[src/hw/rtl/fms_pkg.sv]
// fms_pkg: shared types, constants and character helpers for the fuzzy match scorer
// no dependencies; imported by every module of the block
package fms_pkg;

    localparam int MAX_PATTERN = 16;
    localparam int MAX_TEXT    = 4096;

    localparam int CHAR_W  = 8;
    localparam int SCORE_W = 14;
    localparam int WIDE_W  = 16;
    localparam int BONUS_W = 6;
    localparam int POS_W   = $clog2(MAX_TEXT + 2);
    localparam int ROW_W   = (MAX_PATTERN > 1) ? $clog2(MAX_PATTERN) : 1;
    localparam int PLEN_W  = 5;

    localparam int FIRST_BONUS = 15;
    localparam int SEP_BONUS   = 30;
    localparam int CAMEL_BONUS = 30;
    localparam int LEAD_STEP   = -5;
    localparam int LEAD_CAP    = -15;
    localparam int SEQ_BONUS   = 15;
    localparam int BASE_SCORE  = 100;
    localparam int CASE_OFFSET = 32;

    typedef enum logic [1:0] {
        CFG_PATTERN_LENGTH = 2'd0,
        CFG_CHARS_LOW      = 2'd1,
        CFG_CHARS_HIGH     = 2'd2
    } cfg_index_t;

    typedef logic signed [SCORE_W-1:0] score_t;
    typedef logic signed [WIDE_W-1:0]  wide_t;

    // per-column information shared by all cells
    typedef struct packed {
        logic [CHAR_W-1:0]  lc;
        logic [BONUS_W-1:0] bonus;
        logic [POS_W-1:0]   pos;
        logic               active;
        score_t             head_score;
    } col_info_t;

    // old column values handed from a cell to its upper neighbour
    typedef struct packed {
        logic   direct;
        score_t score;
        logic   score_valid;
        score_t best;
        logic   best_valid;
    } cell_link_t;

    typedef struct packed {
        score_t score;
        logic   valid;
    } row_next_t;

    function automatic logic [CHAR_W-1:0] to_lower(input logic [CHAR_W-1:0] c);
        logic [CHAR_W-1:0] r;
        r = c;
        if (c >= 8'h41 && c <= 8'h5A)
            r = c + CHAR_W'(CASE_OFFSET);
        return r;
    endfunction

    function automatic logic is_sep(input logic [CHAR_W-1:0] c);
        return (c == 8'h20) || (c == 8'h2D) || (c == 8'h5F) || (c == 8'h2E) ||
               (c == 8'h2C) || (c == 8'h3A) || (c == 8'h27) || (c == 8'h2F);
    endfunction

    function automatic wide_t widen(input score_t v);
        return {{(WIDE_W-SCORE_W){v[SCORE_W-1]}}, v};
    endfunction

endpackage

[src/hw/rtl/fms_column.sv]
// fms_column: text position, previous character, bonuses and the row 0 seed score
// depends on fms_pkg
module fms_column
    import fms_pkg::*;
(
    input  logic              clk,
    input  logic              rst_n,
    input  logic              step,
    input  logic              clear,
    input  logic [CHAR_W-1:0] text_char,
    output col_info_t         col
);

    logic [CHAR_W-1:0] prev_char_reg;
    logic [POS_W-1:0]  pos_reg;

    logic               first;
    logic               camel;
    logic [BONUS_W-1:0] bonus;
    wide_t              pos_w;
    wide_t              lead;
    wide_t              head;

    always_ff @(posedge clk or negedge rst_n)
    begin
        if (!rst_n)
        begin
            prev_char_reg <= '0;
            pos_reg       <= '0;
        end
        else if (clear)
        begin
            prev_char_reg <= '0;
            pos_reg       <= '0;
        end
        else if (step)
        begin
            prev_char_reg <= text_char;
            if (pos_reg <= POS_W'(MAX_TEXT))
                pos_reg <= pos_reg + 1'b1;
        end
    end

    always_comb
    begin
        first = (pos_reg == '0);
        camel = (prev_char_reg >= 8'h61) && (prev_char_reg <= 8'h7A) &&
                (text_char >= 8'h41) && (text_char <= 8'h5A);
        bonus = '0;
        if (!first)
        begin
            if (is_sep(prev_char_reg))
                bonus = bonus + BONUS_W'(SEP_BONUS);
            if (camel)
                bonus = bonus + BONUS_W'(CAMEL_BONUS);
        end
        pos_w = {{(WIDE_W-POS_W){1'b0}}, pos_reg};
        // leading penalty grows per character until it hits the cap
        if (pos_reg >= POS_W'(3))
            lead = WIDE_W'(LEAD_CAP);
        else
            lead = WIDE_W'(LEAD_STEP) * pos_w;
        if (first)
            head = WIDE_W'(FIRST_BONUS) + lead - pos_w;
        else
            head = {{(WIDE_W-BONUS_W){1'b0}}, bonus} + lead - pos_w;

        col.lc         = to_lower(text_char);
        col.bonus      = bonus;
        col.pos        = pos_reg;
        col.active     = (pos_reg < POS_W'(MAX_TEXT));
        col.head_score = head[SCORE_W-1:0];
    end

endmodule

[src/hw/rtl/fms_cell.sv]
// fms_cell: one pattern row, last column score and running best of score plus position
// depends on fms_pkg
module fms_cell
    import fms_pkg::*;
(
    input  logic              clk,
    input  logic              rst_n,
    input  logic              step,
    input  logic              clear,
    input  col_info_t         col,
    input  logic [CHAR_W-1:0] pat_char,
    input  cell_link_t        link_in,
    output cell_link_t        link_out,
    output row_next_t         row_next
);

    score_t last_reg;
    logic   last_valid_reg;
    score_t best_reg;
    logic   best_valid_reg;

    score_t best_next;
    logic   best_valid_next;
    wide_t  fold;
    wide_t  pos_w;
    wide_t  bonus_w;
    wide_t  seq_cand;
    wide_t  gap_cand;
    wide_t  ns;
    logic   nv;
    logic   hit;

    always_comb
    begin
        pos_w   = {{(WIDE_W-POS_W){1'b0}}, col.pos};
        bonus_w = {{(WIDE_W-BONUS_W){1'b0}}, col.bonus};

        // fold previous column into the running best
        fold            = widen(last_reg) + pos_w - 16'sd1;
        best_next       = best_reg;
        best_valid_next = best_valid_reg;
        if (last_valid_reg && (!best_valid_reg || fold > widen(best_reg)))
        begin
            best_next       = fold[SCORE_W-1:0];
            best_valid_next = 1'b1;
        end

        seq_cand = widen(link_in.score) + bonus_w + WIDE_W'(SEQ_BONUS);
        gap_cand = widen(link_in.best) + bonus_w - pos_w + 16'sd1;
        hit      = (to_lower(pat_char) == col.lc);
        ns       = '0;
        nv       = 1'b0;
        if (hit)
        begin
            if (link_in.direct)
            begin
                ns = widen(link_in.score);
                nv = 1'b1;
            end
            else
            begin
                if (link_in.score_valid)
                begin
                    ns = seq_cand;
                    nv = 1'b1;
                end
                if (link_in.best_valid && (!nv || gap_cand > ns))
                begin
                    ns = gap_cand;
                    nv = 1'b1;
                end
            end
        end

        row_next.score = ns[SCORE_W-1:0];
        row_next.valid = nv;

        link_out.direct      = 1'b0;
        link_out.score       = last_reg;
        link_out.score_valid = last_valid_reg;
        link_out.best        = best_reg;
        link_out.best_valid  = best_valid_reg;
    end

    always_ff @(posedge clk or negedge rst_n)
    begin
        if (!rst_n)
        begin
            last_valid_reg <= 1'b0;
            best_valid_reg <= 1'b0;
        end
        else if (clear)
        begin
            last_valid_reg <= 1'b0;
            best_valid_reg <= 1'b0;
        end
        else if (step)
        begin
            last_valid_reg <= nv;
            best_valid_reg <= best_valid_next;
        end
    end

    always_ff @(posedge clk)
    begin
        if (step)
        begin
            last_reg <= ns[SCORE_W-1:0];
            best_reg <= best_next;
        end
    end

endmodule

[src/hw/rtl/fuzzy_match_scorer.sv]
// fuzzy_match_scorer: top level, configuration registers, chain of row cells,
// final score tracking and the result register; depends on fms_pkg, fms_column, fms_cell
//
// channel  direction  handshake               payload
// cfg      in         cfg_valid / cfg_ready   cfg_index, cfg_data
// in       in         in_valid / in_ready     text_char, last_char
// out      out        out_valid / out_ready   matched, score, text_too_long
//
// one text character per cycle: below the text limit every row cell updates in the cycle
// of the transfer, the longest path being the column bonus, one cell's add and compare,
// the final row select and compare and the base score add into the result register
// the result appears in the cycle after the transfer of the last character
// a last character stalls only while an earlier result is still waiting; other
// characters are taken regardless of the output side
// reset clears the text state and the pattern registers; no clearing pass is needed
module fuzzy_match_scorer
    import fms_pkg::*;
(
    input  logic                      clk,
    input  logic                      rst_n,

    input  logic                      cfg_valid,
    output logic                      cfg_ready,
    input  logic [1:0]                cfg_index,
    input  logic [63:0]               cfg_data,

    input  logic                      in_valid,
    output logic                      in_ready,
    input  logic [CHAR_W-1:0]         text_char,
    input  logic                      last_char,

    output logic                      out_valid,
    input  logic                      out_ready,
    output logic                      matched,
    output logic signed [SCORE_W-1:0] score,
    output logic                      text_too_long
);

    // configuration registers
    logic [PLEN_W-1:0] pattern_length_reg;
    logic [63:0]       pattern_low_reg;
    logic [63:0]       pattern_high_reg;
    logic [127:0]      pattern_all;

    // result register
    logic               out_valid_reg;
    logic               matched_reg;
    score_t             score_reg;
    logic               too_long_reg;

    // final row tracking
    score_t             best_final_reg;
    logic               final_valid_reg;
    score_t             best_final_next;
    logic               final_valid_next;

    logic               accept;
    logic               step;
    logic               clear;
    logic               plen_ok;
    logic [ROW_W-1:0]   sel_row;
    row_next_t          sel_next;
    logic               too_long;
    logic               len_ok;
    logic               ok;
    wide_t              final_sum;

    col_info_t          col;
    cell_link_t         link_w [MAX_PATTERN];
    row_next_t          row_w  [MAX_PATTERN];

    assign cfg_ready = 1'b1;

    always_ff @(posedge clk or negedge rst_n)
    begin
        if (!rst_n)
        begin
            pattern_length_reg <= '0;
            pattern_low_reg    <= '0;
            pattern_high_reg   <= '0;
        end
        else if (cfg_valid)
        begin
            unique case (cfg_index)
                CFG_PATTERN_LENGTH: pattern_length_reg <= cfg_data[PLEN_W-1:0];
                CFG_CHARS_LOW:      pattern_low_reg    <= cfg_data;
                CFG_CHARS_HIGH:     pattern_high_reg   <= cfg_data;
                default:            ;   // unmapped index, write dropped
            endcase
        end
    end

    assign pattern_all = {pattern_high_reg, pattern_low_reg};

    // a last character must wait for the result register to free up
    assign in_ready = !out_valid_reg || out_ready || !last_char;
    assign accept   = in_valid && in_ready;
    assign step     = accept && col.active;
    assign clear    = accept && last_char;

    fms_column u_column
    (
        .clk       (clk),
        .rst_n     (rst_n),
        .step      (accept),
        .clear     (clear),
        .text_char (text_char),
        .col       (col)
    );

    // row 0 takes its score straight from the column seed
    assign link_w[0] = '{direct: 1'b1, score: col.head_score, score_valid: 1'b1,
                         best: '0, best_valid: 1'b0};

    for (genvar i = 0; i < MAX_PATTERN; i++)
    begin : g_cell
        if (i < MAX_PATTERN - 1)
        begin : g_mid
            fms_cell u_cell
            (
                .clk      (clk),
                .rst_n    (rst_n),
                .step     (step),
                .clear    (clear),
                .col      (col),
                .pat_char (pattern_all[i*CHAR_W +: CHAR_W]),
                .link_in  (link_w[i]),
                .link_out (link_w[i+1]),
                .row_next (row_w[i])
            );
        end
        else
        begin : g_top
            fms_cell u_cell
            (
                .clk      (clk),
                .rst_n    (rst_n),
                .step     (step),
                .clear    (clear),
                .col      (col),
                .pat_char (pattern_all[i*CHAR_W +: CHAR_W]),
                .link_in  (link_w[i]),
                .link_out (),
                .row_next (row_w[i])
            );
        end
    end

    always_comb
    begin
        plen_ok  = (pattern_length_reg != '0) &&
                   (pattern_length_reg <= PLEN_W'(MAX_PATTERN));
        sel_row  = ROW_W'(pattern_length_reg - 1'b1);
        sel_next = row_w[sel_row];

        // best score of the final row over all columns so far
        best_final_next  = best_final_reg;
        final_valid_next = final_valid_reg;
        if (step && plen_ok && sel_next.valid &&
            (!final_valid_reg || sel_next.score > best_final_reg))
        begin
            best_final_next  = sel_next.score;
            final_valid_next = 1'b1;
        end

        // position after this character passes the limit
        too_long  = (col.pos >= POS_W'(MAX_TEXT));
        len_ok    = ({{(POS_W-PLEN_W){1'b0}}, pattern_length_reg} <= (col.pos + 1'b1));
        ok        = !too_long && final_valid_next && plen_ok && len_ok;
        final_sum = widen(best_final_next) + WIDE_W'(BASE_SCORE);
    end

    always_ff @(posedge clk or negedge rst_n)
    begin
        if (!rst_n)
            final_valid_reg <= 1'b0;
        else if (clear)
            final_valid_reg <= 1'b0;
        else
            final_valid_reg <= final_valid_next;
    end

    always_ff @(posedge clk)
    begin
        best_final_reg <= best_final_next;
    end

    always_ff @(posedge clk or negedge rst_n)
    begin
        if (!rst_n)
            out_valid_reg <= 1'b0;
        else if (clear)
            out_valid_reg <= 1'b1;
        else if (out_ready)
            out_valid_reg <= 1'b0;
    end

    always_ff @(posedge clk)
    begin
        if (clear)
        begin
            matched_reg  <= ok;
            score_reg    <= ok ? final_sum[SCORE_W-1:0] : '0;
            too_long_reg <= too_long;
        end
    end

    assign out_valid     = out_valid_reg;
    assign matched       = matched_reg;
    assign score         = score_reg;
    assign text_too_long = too_long_reg;

endmodule

[config.mk]
export PLATFORM = sky130hd
export DESIGN_NAME = fuzzy_match_scorer
export DESIGN_NICKNAME = d
export VERILOG_FILES = /design/src/hw/rtl/fms_pkg.sv /design/src/hw/rtl/fms_column.sv /design/src/hw/rtl/fms_cell.sv /design/src/hw/rtl/fuzzy_match_scorer.sv
export SDC_FILE = /design/constraint.sdc
export NUM_CORES = 2
export LEC_CHECK = 0
export BUFFER_PORTS_ARGS = -buffer_cell sky130_fd_sc_hd__buf_2
export CAP_MARGIN = 0
export CORE_MARGIN = 2
export CORE_UTILIZATION = 28
export CTS_CLUSTER_DIAMETER = 80
export CTS_CLUSTER_SIZE = 28
export DETAILED_ROUTE_END_ITERATION = 7
export HOLD_SLACK_MARGIN = 0.1
export MAX_ROUTING_LAYER = met4
export SETUP_SLACK_MARGIN = 0.15
export SLEW_MARGIN = 10
export SYNTH_ARGS = -nofsm -noshare
export SYNTH_HDL_FRONTEND = slang
export SYNTH_SLANG_ARGS = --single-unit
[constraint.sdc]
create_clock -name clk -period 25 [get_ports clk]
set_input_delay 2.5 -clock clk [delete_from_list [all_inputs] [get_ports clk]]
set_output_delay 2.5 -clock clk [all_outputs]
set_load 0.01 [all_outputs]
; Word level (Yosys, flattened, before mapping)
; Index checks and enable logic that the tools add are counted.
[op_classes]
n_eq_ne = 26
n_addsub = 130
multipliers = 1
n_reduce_logical = 190
order_cmp = 74
bitwise = 1
n_mux = 233
[ops]
columns = op, n
row1 = $mux W16, 30
row2 = $mux W14, 34
row3 = $add A14 B7 Y15, 30
row4 = $add A16 B2 Y16 const B, 15
row5 = $add A16 B5 Y16 const B, 15
row6 = $gt A16 B14 Y1, 15
row7 = $gt A16 B16 Y1, 15
row8 = $sub A16 B14 Y16, 15
row9 = $sub A16 B2 Y16 const B, 15
row10 = $add A14 B14 Y15, 15
row11 = $mux W8, 19
row12 = $ge A8 B7 Y1 const B, 18
row13 = $le A8 B7 Y1 const B, 18
row14 = $mux W1, 140
row15 = $add A8 B6 Y8 const B, 17
row16 = $eq A8 B8 Y1, 16
row17 = $reduce_and A2 Y1, 34
row18 = $bmux W15 S4, 1
row19 = $logic_and A1 B1 Y1, 60
row20 = $eq A8 B6 Y1 const B, 7
row21 = $logic_or A1 B1 Y1, 40
row22 = $mux W13, 3
row23 = $reduce_bool A2 Y1, 19
row24 = $logic_not A1 Y1, 34
row25 = 27 further kinds, 30
[word_totals]
reg_bits = 636
inputBits = 80
wordCells = 726
output_inout_bits = 19

; Logic depth before layout (Yosys ltp)
[logic_depth]
depth_word = 32
depth_mapped = 67

; Modules after synthesis
; A second synthesis with hierarchy kept.
[unflattened]
cells_unflattened = 10245
area_unflattened_um2 = 88138.3
[by_module_without_submodules]
columns = module, n_inst, cells_per_inst, seq_area_each_um2, area_each_um2
row1 = fms_cell (g_cell[13].g_mid.u_cell ...), 7, 577, 890.9, 4774.6
row2 = fms_cell (g_cell[10].g_mid.u_cell ...), 6, 569, 890.9, 4606.9
row3 = fuzzy_match_scorer, 1, 665, 4139.0, 9235.1
row4 = fms_cell (g_cell[9].g_mid.u_cell), 1, 563, 890.9, 4733.3
row5 = fms_cell (g_cell[12].g_mid.u_cell), 1, 565, 890.9, 4704.5
row6 = fms_cell (g_cell[0].g_mid.u_cell), 1, 562, 890.9, 4678.2
row7 = fms_column, 1, 437, 525.5, 3723.6

; Worst setup path after synthesis
; OpenSTA, ideal clock, no wires.
[synth_timing]
path_kind = input port to flip-flop
from = input port text_char[7]
to = register score_reg[12], in the netlist score[12], data pin
t_arrival_ns = 15.042
path_stages = 60
setup_time_ns = 0.147
required_time_ns = 24.853
path_slack_ns = 9.811
path_cell_list = or4_1 > a2111o_1 > ha_1 > inv_1 > o31ai_4 > inv_2 > buf_6 > buf_2 > clkbuf_1 > clkbuf_1 > clkbuf_1 > buf_1 > clkbuf_1 > xnor2_1 > ha_1 > o31ai_1 > a21oi_1 > a21oi_1 > [... 24 more ...] > a21oi_1 > ha_1 > a21oi_1 > nor2_1 > nor2_1 > a211oi_1 > a2111oi_0 > o221ai_1 > nor3b_1 > and2_1 > clkbuf_1 > o21ai_0 > ha_1 > inv_1 > o211ai_1 > o2111ai_1 > or4_1 > a21oi_1
[synth_between]
elab_cells_between_ends = 253
cone_classes = add/sub: 79 / order compare: 18 / eq/ne: 16 / mux: 101 / reduce/logical: 39
[synth_lines]
columns = item, line
row1 = "start, declared", fuzzy_match_scorer.sv:29  ; input logic [CHAR_W-1:0] text_char,
row2 = "parallel branches: the longest is 13 deep, another holds $sub A16 B14 Y16", --
row3 = $mux W14 *, fms_cell.sv:53  ; if (hit)
row4 = named net g_cell[6].g_mid.u_cell.ns[1], fms_cell.sv:29  ; wide_t ns;
row5 = $bmux W15 S4 *, fuzzy_match_scorer.sv:154  ; sel_next = row_w[sel_row];
row6 = $mux W15 (not written as such) * (2 in a row), fuzzy_match_scorer.sv:154
row7 = $gt A14 B14 Y1 *, fuzzy_match_scorer.sv:160  ; (!final_valid_reg || sel_next.score > best_final_reg))
row8 = $logic_or A1 B1 Y1 *, fuzzy_match_scorer.sv:160
row9 = $logic_and A1 B1 Y1 *, fuzzy_match_scorer.sv:159  ; if (step && plen_ok && sel_next.valid &&
row10 = $mux W14 *, fuzzy_match_scorer.sv:159
row11 = named net best_final_next[3], fuzzy_match_scorer.sv:54  ; score_t best_final_next;
row12 = $add A14 B8 Y14 *, fuzzy_match_scorer.sv:170  ; final_sum = widen(best_final_next) + WIDE_W'(BASE_SCORE);
row13 = "end signal, assigned", fuzzy_match_scorer.sv:203  ; score_reg <= ok ? final_sum[SCORE_W-1:0] : '0;
row14 = "end, declared", fuzzy_match_scorer.sv:48  ; score_t score_reg;
; Mark *: on every way through the listed nets, which the timed path passes. The select of a mux whose other input is x is not followed.
; A chain may end at the register's enable or synchronous reset.

; Worst setup path after layout
[layout_timing]
from = input port text_char[2]
to = register score_reg[12], in the netlist score[12], data pin
[layout_between]
elab_cells_between_ends = 253
cone_classes = add/sub: 79 / order compare: 18 / eq/ne: 16 / mux: 101 / reduce/logical: 39
[layout_lines]
columns = item, line
row1 = "parallel branches: the longest is 14 deep, another holds $sub A16 B14 Y16", --
row2 = $bmux W15 S4 *, fuzzy_match_scorer.sv:154
row3 = $mux W15 (not written as such) * (2 in a row), fuzzy_match_scorer.sv:154
row4 = $gt A14 B14 Y1, fuzzy_match_scorer.sv:160
row5 = $logic_or A1 B1 Y1, fuzzy_match_scorer.sv:160
row6 = $logic_and A1 B1 Y1, fuzzy_match_scorer.sv:159
row7 = $mux W14 *, fuzzy_match_scorer.sv:159
row8 = named net best_final_next[3], fuzzy_match_scorer.sv:54
row9 = $add A14 B8 Y14 *, fuzzy_match_scorer.sv:170
; Marked as above.

==> Implementation_results.wiki <==
{| class="wikitable"
! Metric !! Value
|-
| Detail-routed via count per cell || 5.49
|-
| Instance count after placement with tap cells included || 13.8k
|-
| Combinational share of power || 61.4%
|-
| Total of fill cells in the finished design || 31.6k
|-
| Type of the tightest min-delay check || reg2reg
|-
| CTS tree || built
|-
| Post-placement worst setup slack || 8.42 ns
|-
| GRT met2 Usage || 30.3%
|-
| WL/cell || 22.4 um
|-
| Top cell type by total area after synthesis || sky130_fd_sc_hd__ha_1
|-
| Number of storage elements in the synthesis netlist || 636
|-
| Post-layout utilization of the core || 30.8%
|-
| Outcome || complete, no violations
|-
| Final TNS setup || 0 ns
|-
| Slew of the pin with the lowest slew margin || 1.44 ns
|-
| Gpl congestion || 1.00
|-
| Static leakage power || 36.5 nW
|-
| Total grt overflow || 0
|-
| Clock latency on the worst-skew pair || 0.74 ns
|-
| Crit path largest cell delay || 0.80 ns
|-
| Sequential share of power || 21.0%
|-
| Met1 usage || 27.0%
|-
| Bufs on Longest Clock Path || 3
|-
| Gate count of the mapped netlist || 9876
|-
| Number of max-capacitance violations reported || 0
|-
| Hold buffer count at cts || 0
|-
| EDFF count, synth || 436
|-
| Cell area after synthesis || 83500 um2
|-
| Power per cell area || 72.0 nW/um2
|-
| Root Driver || sky130_fd_sc_hd__clkbuf_16
|-
| Arrival time reported for the critical path endpoint || 16.82 ns
|-
| Port-buffer cells || 97
|-
| Setup crit end kind || register
|-
| Leading cell type by number of instances after synthesis || sky130_fd_sc_hd__ha_1
|-
| Switching portion of total power || 48.6%
|-
| Upper clock frequency limit || 61.5 MHz
|-
| Die height || 550 um
|-
| DR pass1 iterations || 8
|-
| Met3 global-route usage || 4.24%
|-
| Most used routing layer in global routing || met2
|-
| Effective utilization at floorplan || 28.1%
|-
| Total CTS buffers || 70
|-
| Placement-stage cell area || 88900 um2
|-
| Clock skew || 0.0481 ns
|-
| Number of warnings issued by yosys || 0
|-
| Routed Wire Length || 312000 um
|-
| Width of the die || 550 um
|-
| Number of nets in the final layout || 11.3k
|-
| Category of the most critical setup path || in2reg
|-
| FFs w/ async S/R, synth || 29.2%
|-
| Number of hold-slack violations in the final timing report || 0
|-
| Die area || 303000 um2
|-
| Count of endpoints failing setup in the final report || 0
|-
| Sequential share of the synthesized area || 21.6%
|-
| Buffers & Inverters on Critical Path || 7
|-
| Final standard cell area without fillers || 91400 um2
|-
| Iteration-0 DRC count of the detailed router || 7988
|-
| Top flip-flop cell by instance count after synthesis || sky130_fd_sc_hd__edfxtp_1
|-
| Total DRC errors in the routed layout || 0
|-
| Antenna violations before repair || 26
|-
| Detailed-route via count || 76.4k
|-
| Core Area || 297000 um2
|-
| H-tree depth || 3
|-
| Post-CTS setup repair buffer count || 0
|-
| Global-route wire length before repair || 457000 um
|-
| IO Pins || 99
|-
| Final std cells w/o fill || 13.9k
|-
| Via count of the first global-routing pass || 70.8k
|-
| Reg clk slew, reported paths || 0.09 ns
|-
| Worst vdd ir || 0.000101 V
|-
| Kind of start point of the critical path || input pin
|-
| Fin. max-slew vios || 0
|-
| Required @ worst endpoint || 25.57 ns
|-
| Switching component of the power || 3.20 mW
|-
| Relative max-transition margin || 3.49%
|-
| Detailed placer's ending HPWL || 240000 um
|-
| Synth top area cells || sky130_fd_sc_hd__ha_1, sky130_fd_sc_hd__edfxtp_1, sky130_fd_sc_hd__xnor2_1
|-
| Internal power summed over all cells || 3.38 mW
|-
| Most common cell on crit path || sky130_fd_sc_hd__a21o_1
|-
| Share of the synthesized area in the top cell type || 19.6%
|-
| Crit path max fanout || 50
|-
| Cell at the slowest stage of the critical path || sky130_fd_sc_hd__nor2_1
|-
| Pin count of the biggest net entering global routing || 117
|-
| Clock network power share || 17.7%
|-
| TritonCTS sink count || 636
|-
| Cell variety after synth || 110
|-
| Placement Rows || 200
|-
| Critical path's top delay family || compound AO/OA/AOI/OAI gates
|-
| Global routing usage summed across all routing layers || 20.6%
|-
| RSZ-0062 raised after global routing || false
|-
| Fraction of the cycle the final worst path needs || 65.0%
|-
| Fraction of final layout cells sized beyond drive strength 1 || 7.01%
|-
| Synth-to-Final Area Change || 9.51%
|-
| Smallest hold slack || 0.538 ns
|-
| Post-cts resize count || 0
|-
| Crit path time final || 16.25 ns
|-
| Mean Syn Cell Area || 8.45 um2
|-
| Overall power consumption || 6.58 mW
|-
| Worst setup slack after layout || 8.75 ns
|-
| Number of routed nets with antenna violations || 0
|-
| Most numerous cell types in the synthesized netlist || sky130_fd_sc_hd__ha_1, sky130_fd_sc_hd__xnor2_1, sky130_fd_sc_hd__inv_1, sky130_fd_sc_hd__a21oi_1
|}
[cells by family (layout without fill, tap and decap cells)]
logic type | after synthesis | in the layout | synth area share, %
simple gates | 3027 | 3027 | 18.5
compound gates | 2485 | 2485 | 20.0
fa+ha+maj | 1350 | 1350 | 20.6
xor+xnor | 1115 | 1115 | 11.7
buf+inv | 1068 | 1143 | 4.90
flops | 636 | 636 | 21.6
mux | 194 | 194 | 2.67
other cells | 1 | 29 | 0.00449
[per-layer routing]
layer,up-vias,share of wire [%]
met5,-,0
met4,0,5.1
met3,642,9.5
met2,3175,42
met1,36100,43
li1,36400,-
[power groups by stage]
| stage | sequential, mW | combinational, mW | clock [mW] |
|---|---|---|---|
| after floorplan | 1.37 | 2.78 | 0 |
| after global placement | 1.40 | 3.92 | 0 |
| after detailed placement | 1.40 | 3.93 | 0 |
| after CTS | 1.38 | 3.96 | 1.18 |
| after global routing | 1.39 | 4.43 | 1.22 |
| final | 1.38 | 4.04 | 1.16 |
[layout by cell type (no fill, tap or decap), drive strengths merged, types with 41 or more instances in the layout]
cell type and n:
a211oi 80, a21boi 49, a21o 180, a21oi 732, a22o 41, a22oi 49, a31oi 89, and2 68
and3 74, buf 218, clkbuf 72, dfrtp 186, edfxtp 436, fa 45, ha 1305, inv 823
mux2 149, nand2 642, nand2b 177, nand3 285, nand4 199, nor2 642, nor2b 154, nor3 323
nor4 90, o211ai 80, o21a 74, o21ai 350, o21bai 200, o31ai 77, or2 68, or3 83
or4 59, xnor2 804, xor2 311
[cell type report]
type | instances | area, um2 | area share [%]
multi-input cells | 8173 | 61500 | 67.3
flip-flops and latches | 636 | 18000 | 19.7
well taps | 3939 | 4930 | 5.39
inverters | 799 | 3000 | 3.29
clock buffers | 72 | 1780 | 1.95
repair buffers | 218 | 1430 | 1.56
clock inverters | 54 | 657 | 0.719
diodes | 27 | 67.6 | 0.0739
[path summary, 6_finish.rpt]
path / from / end / slack [ns] / cells after the start
worst max-delay path: text_char[2] / score[12]$_SDFFCE_PN0P_ / 8.75 / 55
worst min-delay path: u_column.prev_char_reg[7]$_DFFE_PN0P_ / u_column.prev_char_reg[7]$_DFFE_PN0P_ / 0.54 / 1
worst max register to register: u_column.pos_reg[10]$_DFFE_PN0P_ / score[12]$_SDFFCE_PN0P_ / 10.25 / 44
worst min register to register: u_column.prev_char_reg[7]$_DFFE_PN0P_ / u_column.prev_char_reg[7]$_DFFE_PN0P_ / 0.54 / 1
max in group asynchronous: rst_n / u_column.pos_reg[1]$_DFFE_PN0P_ / 21.70 / 2
min in group asynchronous: rst_n / pattern_low_reg[8]$_DFFE_PN0P_ / 1.73 / 1
No activity file was read; power rests on OpenSTA's default activity.
